[src/sv/grtd_pkg.sv]
// grtd_pkg: shared types and constants for the gas resistance trend detector
// depends on nothing; used by grtd_trend_core and gas_resistance_trend_detector
`timescale 1ns / 1ps

package grtd_pkg;

    // history geometry
    localparam int HISTORY_DEPTH = 16;
    localparam int PTR_W         = $clog2(HISTORY_DEPTH);
    localparam int CNT_W         = $clog2(HISTORY_DEPTH + 1);
    localparam int ADR_X_W       = PTR_W + 1;

    // sample and arithmetic widths
    localparam int GAS_W    = 24;
    localparam int SUM_W    = GAS_W + $clog2(HISTORY_DEPTH / 2 + 1);
    localparam int DIFF_W   = SUM_W + 1;
    localparam int PROD_W   = DIFF_W + 6;
    localparam int TREND_W  = 2;

    // trend needs at least this many held samples
    localparam int MIN_FILL = 4;

    // trend codes
    localparam logic signed [TREND_W-1:0] TREND_FLAT = 2'sb00;
    localparam logic signed [TREND_W-1:0] TREND_UP   = 2'sb01;
    localparam logic signed [TREND_W-1:0] TREND_DOWN = 2'sb11;

    // sequencer states
    typedef enum logic [2:0] {
        ST_IDLE,
        ST_SETUP,
        ST_SUM,
        ST_DRAIN,
        ST_DIFF,
        ST_MUL,
        ST_CMP,
        ST_FIN
    } t_state;

    // request from the stream side
    typedef struct packed {
        logic             start;
        logic             present;
        logic [GAS_W-1:0] sample;
    } t_req;

    // finished result handed back
    typedef struct packed {
        logic                        value_valid;
        logic [GAS_W-1:0]            gas_value;
        logic signed [TREND_W-1:0]   trend;
    } t_result;

endpackage

[src/sv/grtd_trend_core.sv]
// grtd_trend_core: history ring, shared accumulator and trend sequencer
// depends on grtd_pkg
`timescale 1ns / 1ps

module grtd_trend_core (
    input  logic              i_clk,
    input  logic              i_rst_n,
    input  grtd_pkg::t_req    i_req,
    output logic              o_idle,
    output logic              o_res_valid,
    output grtd_pkg::t_result o_res,
    input  logic              i_res_ack
);

    localparam int DEPTH = grtd_pkg::HISTORY_DEPTH;

    grtd_pkg::t_state r_state, n_state;

    logic [grtd_pkg::PTR_W-1:0]          r_wp;
    logic [grtd_pkg::CNT_W-1:0]          r_fill;
    logic                                r_present;
    logic [grtd_pkg::GAS_W-1:0]          r_sample;
    logic [grtd_pkg::CNT_W-1:0]          r_half;
    logic [grtd_pkg::CNT_W-1:0]          r_cnt_last;
    logic [grtd_pkg::CNT_W-1:0]          r_cnt;
    logic [grtd_pkg::PTR_W-1:0]          r_old_base;
    logic [grtd_pkg::PTR_W-1:0]          r_new_base;
    logic [grtd_pkg::GAS_W-1:0]          r_mem [DEPTH];
    logic [grtd_pkg::GAS_W-1:0]          r_rd_data;
    logic                                r_rd_vld;
    logic                                r_rd_new;
    logic [grtd_pkg::SUM_W-1:0]          r_old_sum;
    logic [grtd_pkg::SUM_W-1:0]          r_new_sum;
    logic signed [grtd_pkg::DIFF_W-1:0]  r_diff;
    logic signed [grtd_pkg::PROD_W-1:0]  r_prod;
    logic signed [grtd_pkg::TREND_W-1:0] r_trend;

    logic                                w_start;
    logic                                w_write;
    logic [grtd_pkg::CNT_W-1:0]          w_half;
    logic [grtd_pkg::PTR_W-1:0]          w_old_base;
    logic [grtd_pkg::PTR_W-1:0]          w_new_base;
    logic [grtd_pkg::CNT_W-1:0]          w_off;
    logic [grtd_pkg::PTR_W-1:0]          w_rd_addr;
    logic [grtd_pkg::SUM_W-1:0]          w_acc_in;
    logic [grtd_pkg::SUM_W-1:0]          w_acc_out;
    logic signed [grtd_pkg::PROD_W-1:0]  w_diff_x;
    logic signed [grtd_pkg::PROD_W-1:0]  w_old_x;

    // wrap a pointer sum that stays below twice the depth
    function automatic logic [grtd_pkg::PTR_W-1:0] wrap_ptr(
        input logic [grtd_pkg::ADR_X_W-1:0] x
    );
        logic [grtd_pkg::ADR_X_W-1:0] y;
        begin
            y = x;
            if (x >= grtd_pkg::ADR_X_W'(DEPTH)) begin
                y = x - grtd_pkg::ADR_X_W'(DEPTH);
            end
            return y[grtd_pkg::PTR_W-1:0];
        end
    endfunction

    assign w_start = i_req.start && (r_state == grtd_pkg::ST_IDLE);
    assign w_write = w_start && i_req.present;
    assign o_idle  = (r_state == grtd_pkg::ST_IDLE);

    // window bases from the updated pointer and fill count
    assign w_half     = r_fill >> 1;
    assign w_old_base = wrap_ptr(grtd_pkg::ADR_X_W'(r_wp) + grtd_pkg::ADR_X_W'(DEPTH)
                                 - grtd_pkg::ADR_X_W'(r_fill));
    assign w_new_base = wrap_ptr(grtd_pkg::ADR_X_W'(r_wp) + grtd_pkg::ADR_X_W'(DEPTH)
                                 - grtd_pkg::ADR_X_W'(w_half));

    // read address: old half first, then new half
    assign w_off     = (r_cnt < r_half) ? r_cnt : (r_cnt - r_half);
    assign w_rd_addr = wrap_ptr(grtd_pkg::ADR_X_W'((r_cnt < r_half) ? r_old_base : r_new_base)
                                + grtd_pkg::ADR_X_W'(w_off));

    // shared accumulator adder
    assign w_acc_in  = r_rd_new ? r_new_sum : r_old_sum;
    assign w_acc_out = w_acc_in + grtd_pkg::SUM_W'(r_rd_data);

    assign w_diff_x = grtd_pkg::PROD_W'(r_diff);
    assign w_old_x  = $signed(grtd_pkg::PROD_W'(r_old_sum));

    // state register
    always_ff @(posedge i_clk) begin
        if (!i_rst_n) begin
            r_state <= grtd_pkg::ST_IDLE;
        end else begin
            r_state <= n_state;
        end
    end

    // next state
    always_comb begin
        n_state = r_state;
        unique case (r_state)
            grtd_pkg::ST_IDLE: begin
                if (i_req.start) begin
                    n_state = i_req.present ? grtd_pkg::ST_SETUP : grtd_pkg::ST_FIN;
                end
            end
            grtd_pkg::ST_SETUP: begin
                if (r_fill < grtd_pkg::CNT_W'(grtd_pkg::MIN_FILL)) begin
                    n_state = grtd_pkg::ST_FIN;
                end else begin
                    n_state = grtd_pkg::ST_SUM;
                end
            end
            grtd_pkg::ST_SUM: begin
                if (r_cnt == r_cnt_last) begin
                    n_state = grtd_pkg::ST_DRAIN;
                end
            end
            grtd_pkg::ST_DRAIN: n_state = grtd_pkg::ST_DIFF;
            grtd_pkg::ST_DIFF:  n_state = grtd_pkg::ST_MUL;
            grtd_pkg::ST_MUL:   n_state = grtd_pkg::ST_CMP;
            grtd_pkg::ST_CMP:   n_state = grtd_pkg::ST_FIN;
            grtd_pkg::ST_FIN: begin
                if (i_res_ack) begin
                    n_state = grtd_pkg::ST_IDLE;
                end
            end
            default: n_state = grtd_pkg::ST_IDLE;
        endcase
    end

    // ring pointer and fill count
    always_ff @(posedge i_clk) begin
        if (!i_rst_n) begin
            r_wp   <= '0;
            r_fill <= '0;
        end else if (w_write) begin
            r_wp <= (r_wp == grtd_pkg::PTR_W'(DEPTH - 1)) ? '0 : r_wp + 1'b1;
            if (r_fill < grtd_pkg::CNT_W'(DEPTH)) begin
                r_fill <= r_fill + 1'b1;
            end
        end
    end

    // history ring, registered read
    always_ff @(posedge i_clk) begin
        if (w_write) begin
            r_mem[r_wp] <= i_req.sample;
        end
        r_rd_data <= r_mem[w_rd_addr];
    end

    // read tags follow the registered data
    always_ff @(posedge i_clk) begin
        if (!i_rst_n) begin
            r_rd_vld <= 1'b0;
            r_rd_new <= 1'b0;
        end else begin
            r_rd_vld <= (r_state == grtd_pkg::ST_SUM);
            r_rd_new <= (r_cnt >= r_half);
        end
    end

    // datapath
    always_ff @(posedge i_clk) begin
        if (w_start) begin
            r_present <= i_req.present;
            r_sample  <= i_req.present ? i_req.sample : '0;
            r_trend   <= grtd_pkg::TREND_FLAT;
        end
        if (r_state == grtd_pkg::ST_SETUP) begin
            r_half     <= w_half;
            r_cnt_last <= {r_fill[grtd_pkg::CNT_W-1:1], 1'b0} - 1'b1;
            r_old_base <= w_old_base;
            r_new_base <= w_new_base;
            r_cnt      <= '0;
            r_old_sum  <= '0;
            r_new_sum  <= '0;
        end
        if (r_state == grtd_pkg::ST_SUM) begin
            r_cnt <= r_cnt + 1'b1;
        end
        if (r_rd_vld) begin
            if (r_rd_new) begin
                r_new_sum <= w_acc_out;
            end else begin
                r_old_sum <= w_acc_out;
            end
        end
        if (r_state == grtd_pkg::ST_DIFF) begin
            r_diff <= $signed({1'b0, r_new_sum}) - $signed({1'b0, r_old_sum});
        end
        // times fifty as shifts
        if (r_state == grtd_pkg::ST_MUL) begin
            r_prod <= (w_diff_x <<< 5) + (w_diff_x <<< 4) + (w_diff_x <<< 1);
        end
        if (r_state == grtd_pkg::ST_CMP) begin
            if (r_old_sum == '0) begin
                r_trend <= grtd_pkg::TREND_FLAT;
            end else if (r_prod > w_old_x) begin
                r_trend <= grtd_pkg::TREND_UP;
            end else if (r_prod < -w_old_x) begin
                r_trend <= grtd_pkg::TREND_DOWN;
            end else begin
                r_trend <= grtd_pkg::TREND_FLAT;
            end
        end
    end

    assign o_res_valid       = (r_state == grtd_pkg::ST_FIN);
    assign o_res.value_valid = r_present;
    assign o_res.gas_value   = r_sample;
    assign o_res.trend       = r_trend;

`ifndef NO_ASSERTIONS
    // fill count never passes the depth
    a_fill_bound: assert property (@(posedge i_clk) disable iff (!i_rst_n)
        r_fill <= grtd_pkg::CNT_W'(DEPTH))
        else $error("fill count beyond history depth");

    // an absent sample never reports a trend
    a_absent_flat: assert property (@(posedge i_clk) disable iff (!i_rst_n)
        (o_res_valid && !o_res.value_valid) |-> (o_res.trend == grtd_pkg::TREND_FLAT))
        else $error("trend on absent sample");

    // history only changes on a started present sample
    a_fill_hold: assert property (@(posedge i_clk) disable iff (!i_rst_n)
        (r_state != grtd_pkg::ST_IDLE) |=> $stable(r_fill) && $stable(r_wp))
        else $error("pointer moved during computation");

    // the sum walk never runs past both halves
    a_cnt_bound: assert property (@(posedge i_clk) disable iff (!i_rst_n)
        (r_state == grtd_pkg::ST_SUM) |-> (r_cnt <= r_cnt_last) && (r_half >= 2))
        else $error("sum counter out of window");

    // a trend code is never the unused pattern
    a_trend_code: assert property (@(posedge i_clk) disable iff (!i_rst_n)
        o_res_valid |-> (o_res.trend != 2'sb10))
        else $error("bad trend code");
`endif

endmodule

[src/sv/gas_resistance_trend_detector.sv]
// gas_resistance_trend_detector: stream wrapper with output register around the trend core
// depends on grtd_pkg and grtd_trend_core
//
// channel  dir  handshake            tdata                         tuser
// s        in   i_s_tvalid/o_s_tready [23:0] gas_ohm               [0] sample_present
// m        out  o_m_tvalid/i_m_tready [23:0] gas_value, [25:24] trend [0] value_valid
//
// a present sample with fill n >= 4 walks the old half and then the new half through the single
// history read port feeding one adder, then steps through drain, diff, mul and cmp to the result
// absent sample: straight to the result; fewer than four held: setup, then the result
// one item at a time; the output register lets the next item start while a result waits
// synchronous active-low reset; history holds no reset pass, the fill count hides it
`timescale 1ns / 1ps

module gas_resistance_trend_detector (
    input  logic        i_clk,
    input  logic        i_rst_n,
    input  logic        i_s_tvalid,
    output logic        o_s_tready,
    input  logic [23:0] i_s_tdata,   // [23:0] gas_ohm
    input  logic        i_s_tuser,   // [0] sample_present
    output logic        o_m_tvalid,
    input  logic        i_m_tready,
    output logic [31:0] o_m_tdata,   // [23:0] gas_value, [25:24] trend, [31:26] zero
    output logic        o_m_tuser    // [0] value_valid
);

    grtd_pkg::t_req    w_req;
    grtd_pkg::t_result w_res;
    grtd_pkg::t_result r_out;
    logic              w_idle;
    logic              w_res_valid;
    logic              w_ack;
    logic              r_out_vld;

    // input beat straight into the core
    assign w_req.start   = i_s_tvalid;
    assign w_req.present = i_s_tuser;
    assign w_req.sample  = i_s_tdata[grtd_pkg::GAS_W-1:0];
    assign o_s_tready    = w_idle;

    grtd_trend_core u_core (
        .i_clk       (i_clk),
        .i_rst_n     (i_rst_n),
        .i_req       (w_req),
        .o_idle      (w_idle),
        .o_res_valid (w_res_valid),
        .o_res       (w_res),
        .i_res_ack   (w_ack)
    );

    // take the result when the output register is free or draining
    assign w_ack = w_res_valid && (!r_out_vld || i_m_tready);

    // output register
    always_ff @(posedge i_clk) begin
        if (!i_rst_n) begin
            r_out_vld <= 1'b0;
        end else if (w_ack) begin
            r_out_vld <= 1'b1;
        end else if (i_m_tready) begin
            r_out_vld <= 1'b0;
        end
    end

    always_ff @(posedge i_clk) begin
        if (w_ack) begin
            r_out <= w_res;
        end
    end

    assign o_m_tvalid = r_out_vld;
    assign o_m_tdata  = {6'b0, r_out.trend, r_out.gas_value};
    assign o_m_tuser  = r_out.value_valid;

endmodule

[config.mk]
export PLATFORM = sky130hd
export DESIGN_NAME = gas_resistance_trend_detector
export DESIGN_NICKNAME = d
export VERILOG_FILES = /design/src/sv/grtd_pkg.sv /design/src/sv/grtd_trend_core.sv /design/src/sv/gas_resistance_trend_detector.sv
export SDC_FILE = /design/constraint.sdc
export NUM_CORES = 1
export LEC_CHECK = 0
export CAP_MARGIN = 20
export CORE_MARGIN = 2
export CORE_UTILIZATION = 56
export CTS_BUF_LIST = sky130_fd_sc_hd__clkbuf_8
export CTS_CLUSTER_DIAMETER = 120
export CTS_CLUSTER_SIZE = 20
export DETAILED_ROUTE_END_ITERATION = 10
export DONT_BUFFER_PORTS = 1
export PLACE_DENSITY_LB_ADDON = 0.25
export SLEW_MARGIN = 20
export SYNTH_ARGS = -nofsm -noshare
export SYNTH_HDL_FRONTEND = slang
export SYNTH_SLANG_ARGS = --single-unit
[constraint.sdc]
create_clock -name i_clk -period 6.35 [get_ports i_clk]
set_input_delay 1.27 -clock i_clk [delete_from_list [all_inputs] [get_ports i_clk]]
set_output_delay 1.27 -clock i_clk [all_outputs]
set_load 0.02 [all_outputs]
==> run_results.csv <==
group,metric,value,unit
outcome,status,"finished clean",
synth,yosys_register_bits,617,
global_route,antenna_found_initial,2,
layout,layout.nets,2310,
routing,postRouteAntennaNets,0,
timing,report.final.slew_viol_count,0,
worst_setup_path,crit_fanout,44,
min_path,hold_path_class,"flop to flop",
clock_network,cts_buffer_depth,3,
synth,syn_inst,2089,
global_route,grt_max_degree,57,
die,num_rows,84,
synth,synth_top_area_frac,0.5302,
timing,min_period,4594,ps
timing,grt_setup_unrepaired,"false",
placement,port_buffers,0,
clock_network,root_buffer,"clkbuf_8",
timing,worst_pin_slew,986.0,ps
worst_setup_path,critPathRequiredTime,6880,ps
clock_network,holdBufCountCts,0,
synth,avgSynthCellArea,14.15,um2
timing,setup_violations,0,
worst_setup_path,cp-end-kind,"flop",
synth,synth_area_leaders,"edfxtp_1 53%, mux4_2 7.3%, ha_1 6.9%",
layout,area_growth,5.243,%
placement,dpl_cell_area,30450,um2
synth,synth_common_cells,"522 x edfxtp_1, 164 x ha_1, 112 x o21ai_0, 96 x mux4_2",
layout,drive_gt1_frac,0.1000,
routing,wl_per_cell,22.67,um
routing,highest_layer,"met4",
global_route,grt_pass1_wl,97900,um
timing,worst_clock_skew,24.65,ps
timing,holdWs,426.3,ps
die,die_height,233.8,um
worst_setup_path,path_class,"flop to flop",
clock_network,path_clk_slew,130,ps
routing,post-route-drc-count,0,
routing,wl,63470,um
worst_setup_path,cp.arrival,5120,ps
routing,met1Wirelength,27310,um
timing,clock.fmax,217.7,MHz
job,drv_cap,0,
synth,synth_top_flop_cell,"edfxtp_1",
die,die_w,233.8,um
worst_setup_path,worst-path-buf-inv,1,
worst_setup_path,crit_chain,"ha_1 -> nor2b_1 -> o21ai_0 -> nand2b_1 -> nand2_1 -> nand2_1 -> mux2_2 -> ha_4 -> fa_4 -> buf_4 -> mux4_2 -> mux2i_1 -> mux2i_1",
synth,yosysTopAreaCell,"edfxtp_1",
synth,yosysWarnings,0,
worst_setup_path,startpoint_type,"flop",
clock_network,cts_max_level,2,
routing,dr_wl_met3,2944,um
worst_setup_path,slowest_stage,"fa_4",
placement,gp_congestion,0.9026,
synth,yosysSeqAreaShare,0.5945,
global_route,overflow,0,
routing,met2WireLength,31610,um
synth,synth_edf_count,522,
clock_network,postCtsSetupRepairBufs,0,
routing,initialDrtViolationCount,1455,
timing,fin_crit_sh,0.7235,
clock_network,tritoncts,"yes",
die,boundaryPins,64,
worst_setup_path,crit_family,"adder cells",
clock_network,clk-insertion-delay-late,650,ps
routing,viasPerCell,6.109,
clock_network,numCtsBuffers,36,
die,core,52340,um2
clock_network,ctsResizeCount,0,
die,initial_core_util,0.5649,
global_route,grt_pass1_vias,17090,
placement,post-dp-hpwl,41410,um
clock_network,cts_sinks,617,
synth,synth_cell_types,72,
synth,mappedNetlistArea,29570,um2
timing,slew_headroom,0.3427,
synth,synth_most_common_cell,"edfxtp_1",
global_route,grt_usage,0.2359,
routing,num_vias,17110,
routing,first_pass_iters,5,
synth,synthArstFlopShare,0,
layout,final_cell_area,31120,um2
timing,final.setup.tns,0,ps
worst_setup_path,slowest_delay,1190,ps
timing,hold_violations,0,
die,die_area,54650,um2
-- worst reg2reg max path, stage by stage, from the launching register on --
cell,delay [ps]
edfxtp_1,520
ha_1,350
nor2b_1,130
o21ai_0,150
nand2b_1,90
nand2_1,80
nand2_1,250
mux2_2,390
ha_4,170
fa_4,1190
buf_4,520
mux4_2,370
mux2i_1,160
mux2i_1,90
-- placed cells by master, fill, tap and decap left out, types with 19 or more instances in the layout --
cell type  instances
clkbuf_8          36
nand4_1           25
and2_1            34
a21oi_1           84
nand2_1           95
o21ai_0          112
edfxtp_1         522
nor2b_1           19
ha_1             163
a21o_1            63
fa_1              33
inv_1            107
nand3_1           62
nor3_1            28
dfxtp_1           95
buf_4             33
mux4_2            96
mux2i_1           76
xnor2_1           78
nor2_1            81
xor2_1            33
-- metal layers --
| metal | global-route usage | up-vias |
|---|---|---|
| met1 | 0.3142 | 8639 |
| met2 | 0.4099 | 415 |
| met4 | 0.06665 | 0 |
| li1 | - | 7945 |
| met3 | 0.02979 | 107 |
| met5 | 0 | - |
-- state kept, by name (all words and copies together) (netlist names), 2 cells and up --
signal             flops
o_m_tdata             26
u_core.r_cnt           5
u_core.r_cnt_last      4
u_core.r_diff         29
u_core.r_fill          5
u_core.r_half          4
u_core.r_mem         384
u_core.r_new_base      4
u_core.r_new_sum      28
u_core.r_old_base      4
u_core.r_old_sum      28
u_core.r_prod         34
u_core.r_rd_data      24
u_core.r_sample       24
u_core.r_state         3
u_core.r_trend         2
u_core.r_wp            4
-- worst paths after layout --
check,startpoint,cells after the start,endpoint,slack [ps]
worst max-delay path,u_core.r_cnt[1],13,u_core.r_rd_data[9],1760
worst min-delay path,u_core.r_sample[1],0,o_m_tdata[1],430
worst max register to register,u_core.r_cnt[1],13,u_core.r_rd_data[9],1760
worst min register to register,u_core.r_sample[1],0,o_m_tdata[1],430
-- cells by family after synthesis --
group	count (synthesis)	share of synthesized area
fa+ha+maj	198	0.09242
buf+inv	166	0.02205
compound gates	388	0.08405
flops	617	0.5945
xor+xnor	113	0.03347
other cells	1	0.0001268
mux	176	0.1004
simple gates	430	0.07300
-- metrics by stage --
stage	setup WS, ps	instances	util
floorplan	2324	2094	-
global placement	1795	2732	0.5818
detailed placement	1762	2732	0.5818
CTS	1733	2797	0.5939
global route	1429	2799	0.5944
finish	1756	2800	0.5945
-- layout make-up --
type / instances / area, um2
Fill cell: 3970 / 21220
Sequential cell: 617 / 17580
Multi-Input combinational cell: 1311 / 11460
Tap cell: 688 / 860.8
Clock buffer: 36 / 495.5
Inverter: 83 / 311.5
Timing Repair Buffer: 34 / 275.3
Clock inverter: 29 / 135.1
Antenna cell: 2 / 5.005
Power is left out: the tool's default activity adds up to more than one toggle a clock period on the data nets, which glitch-free logic cannot reach.
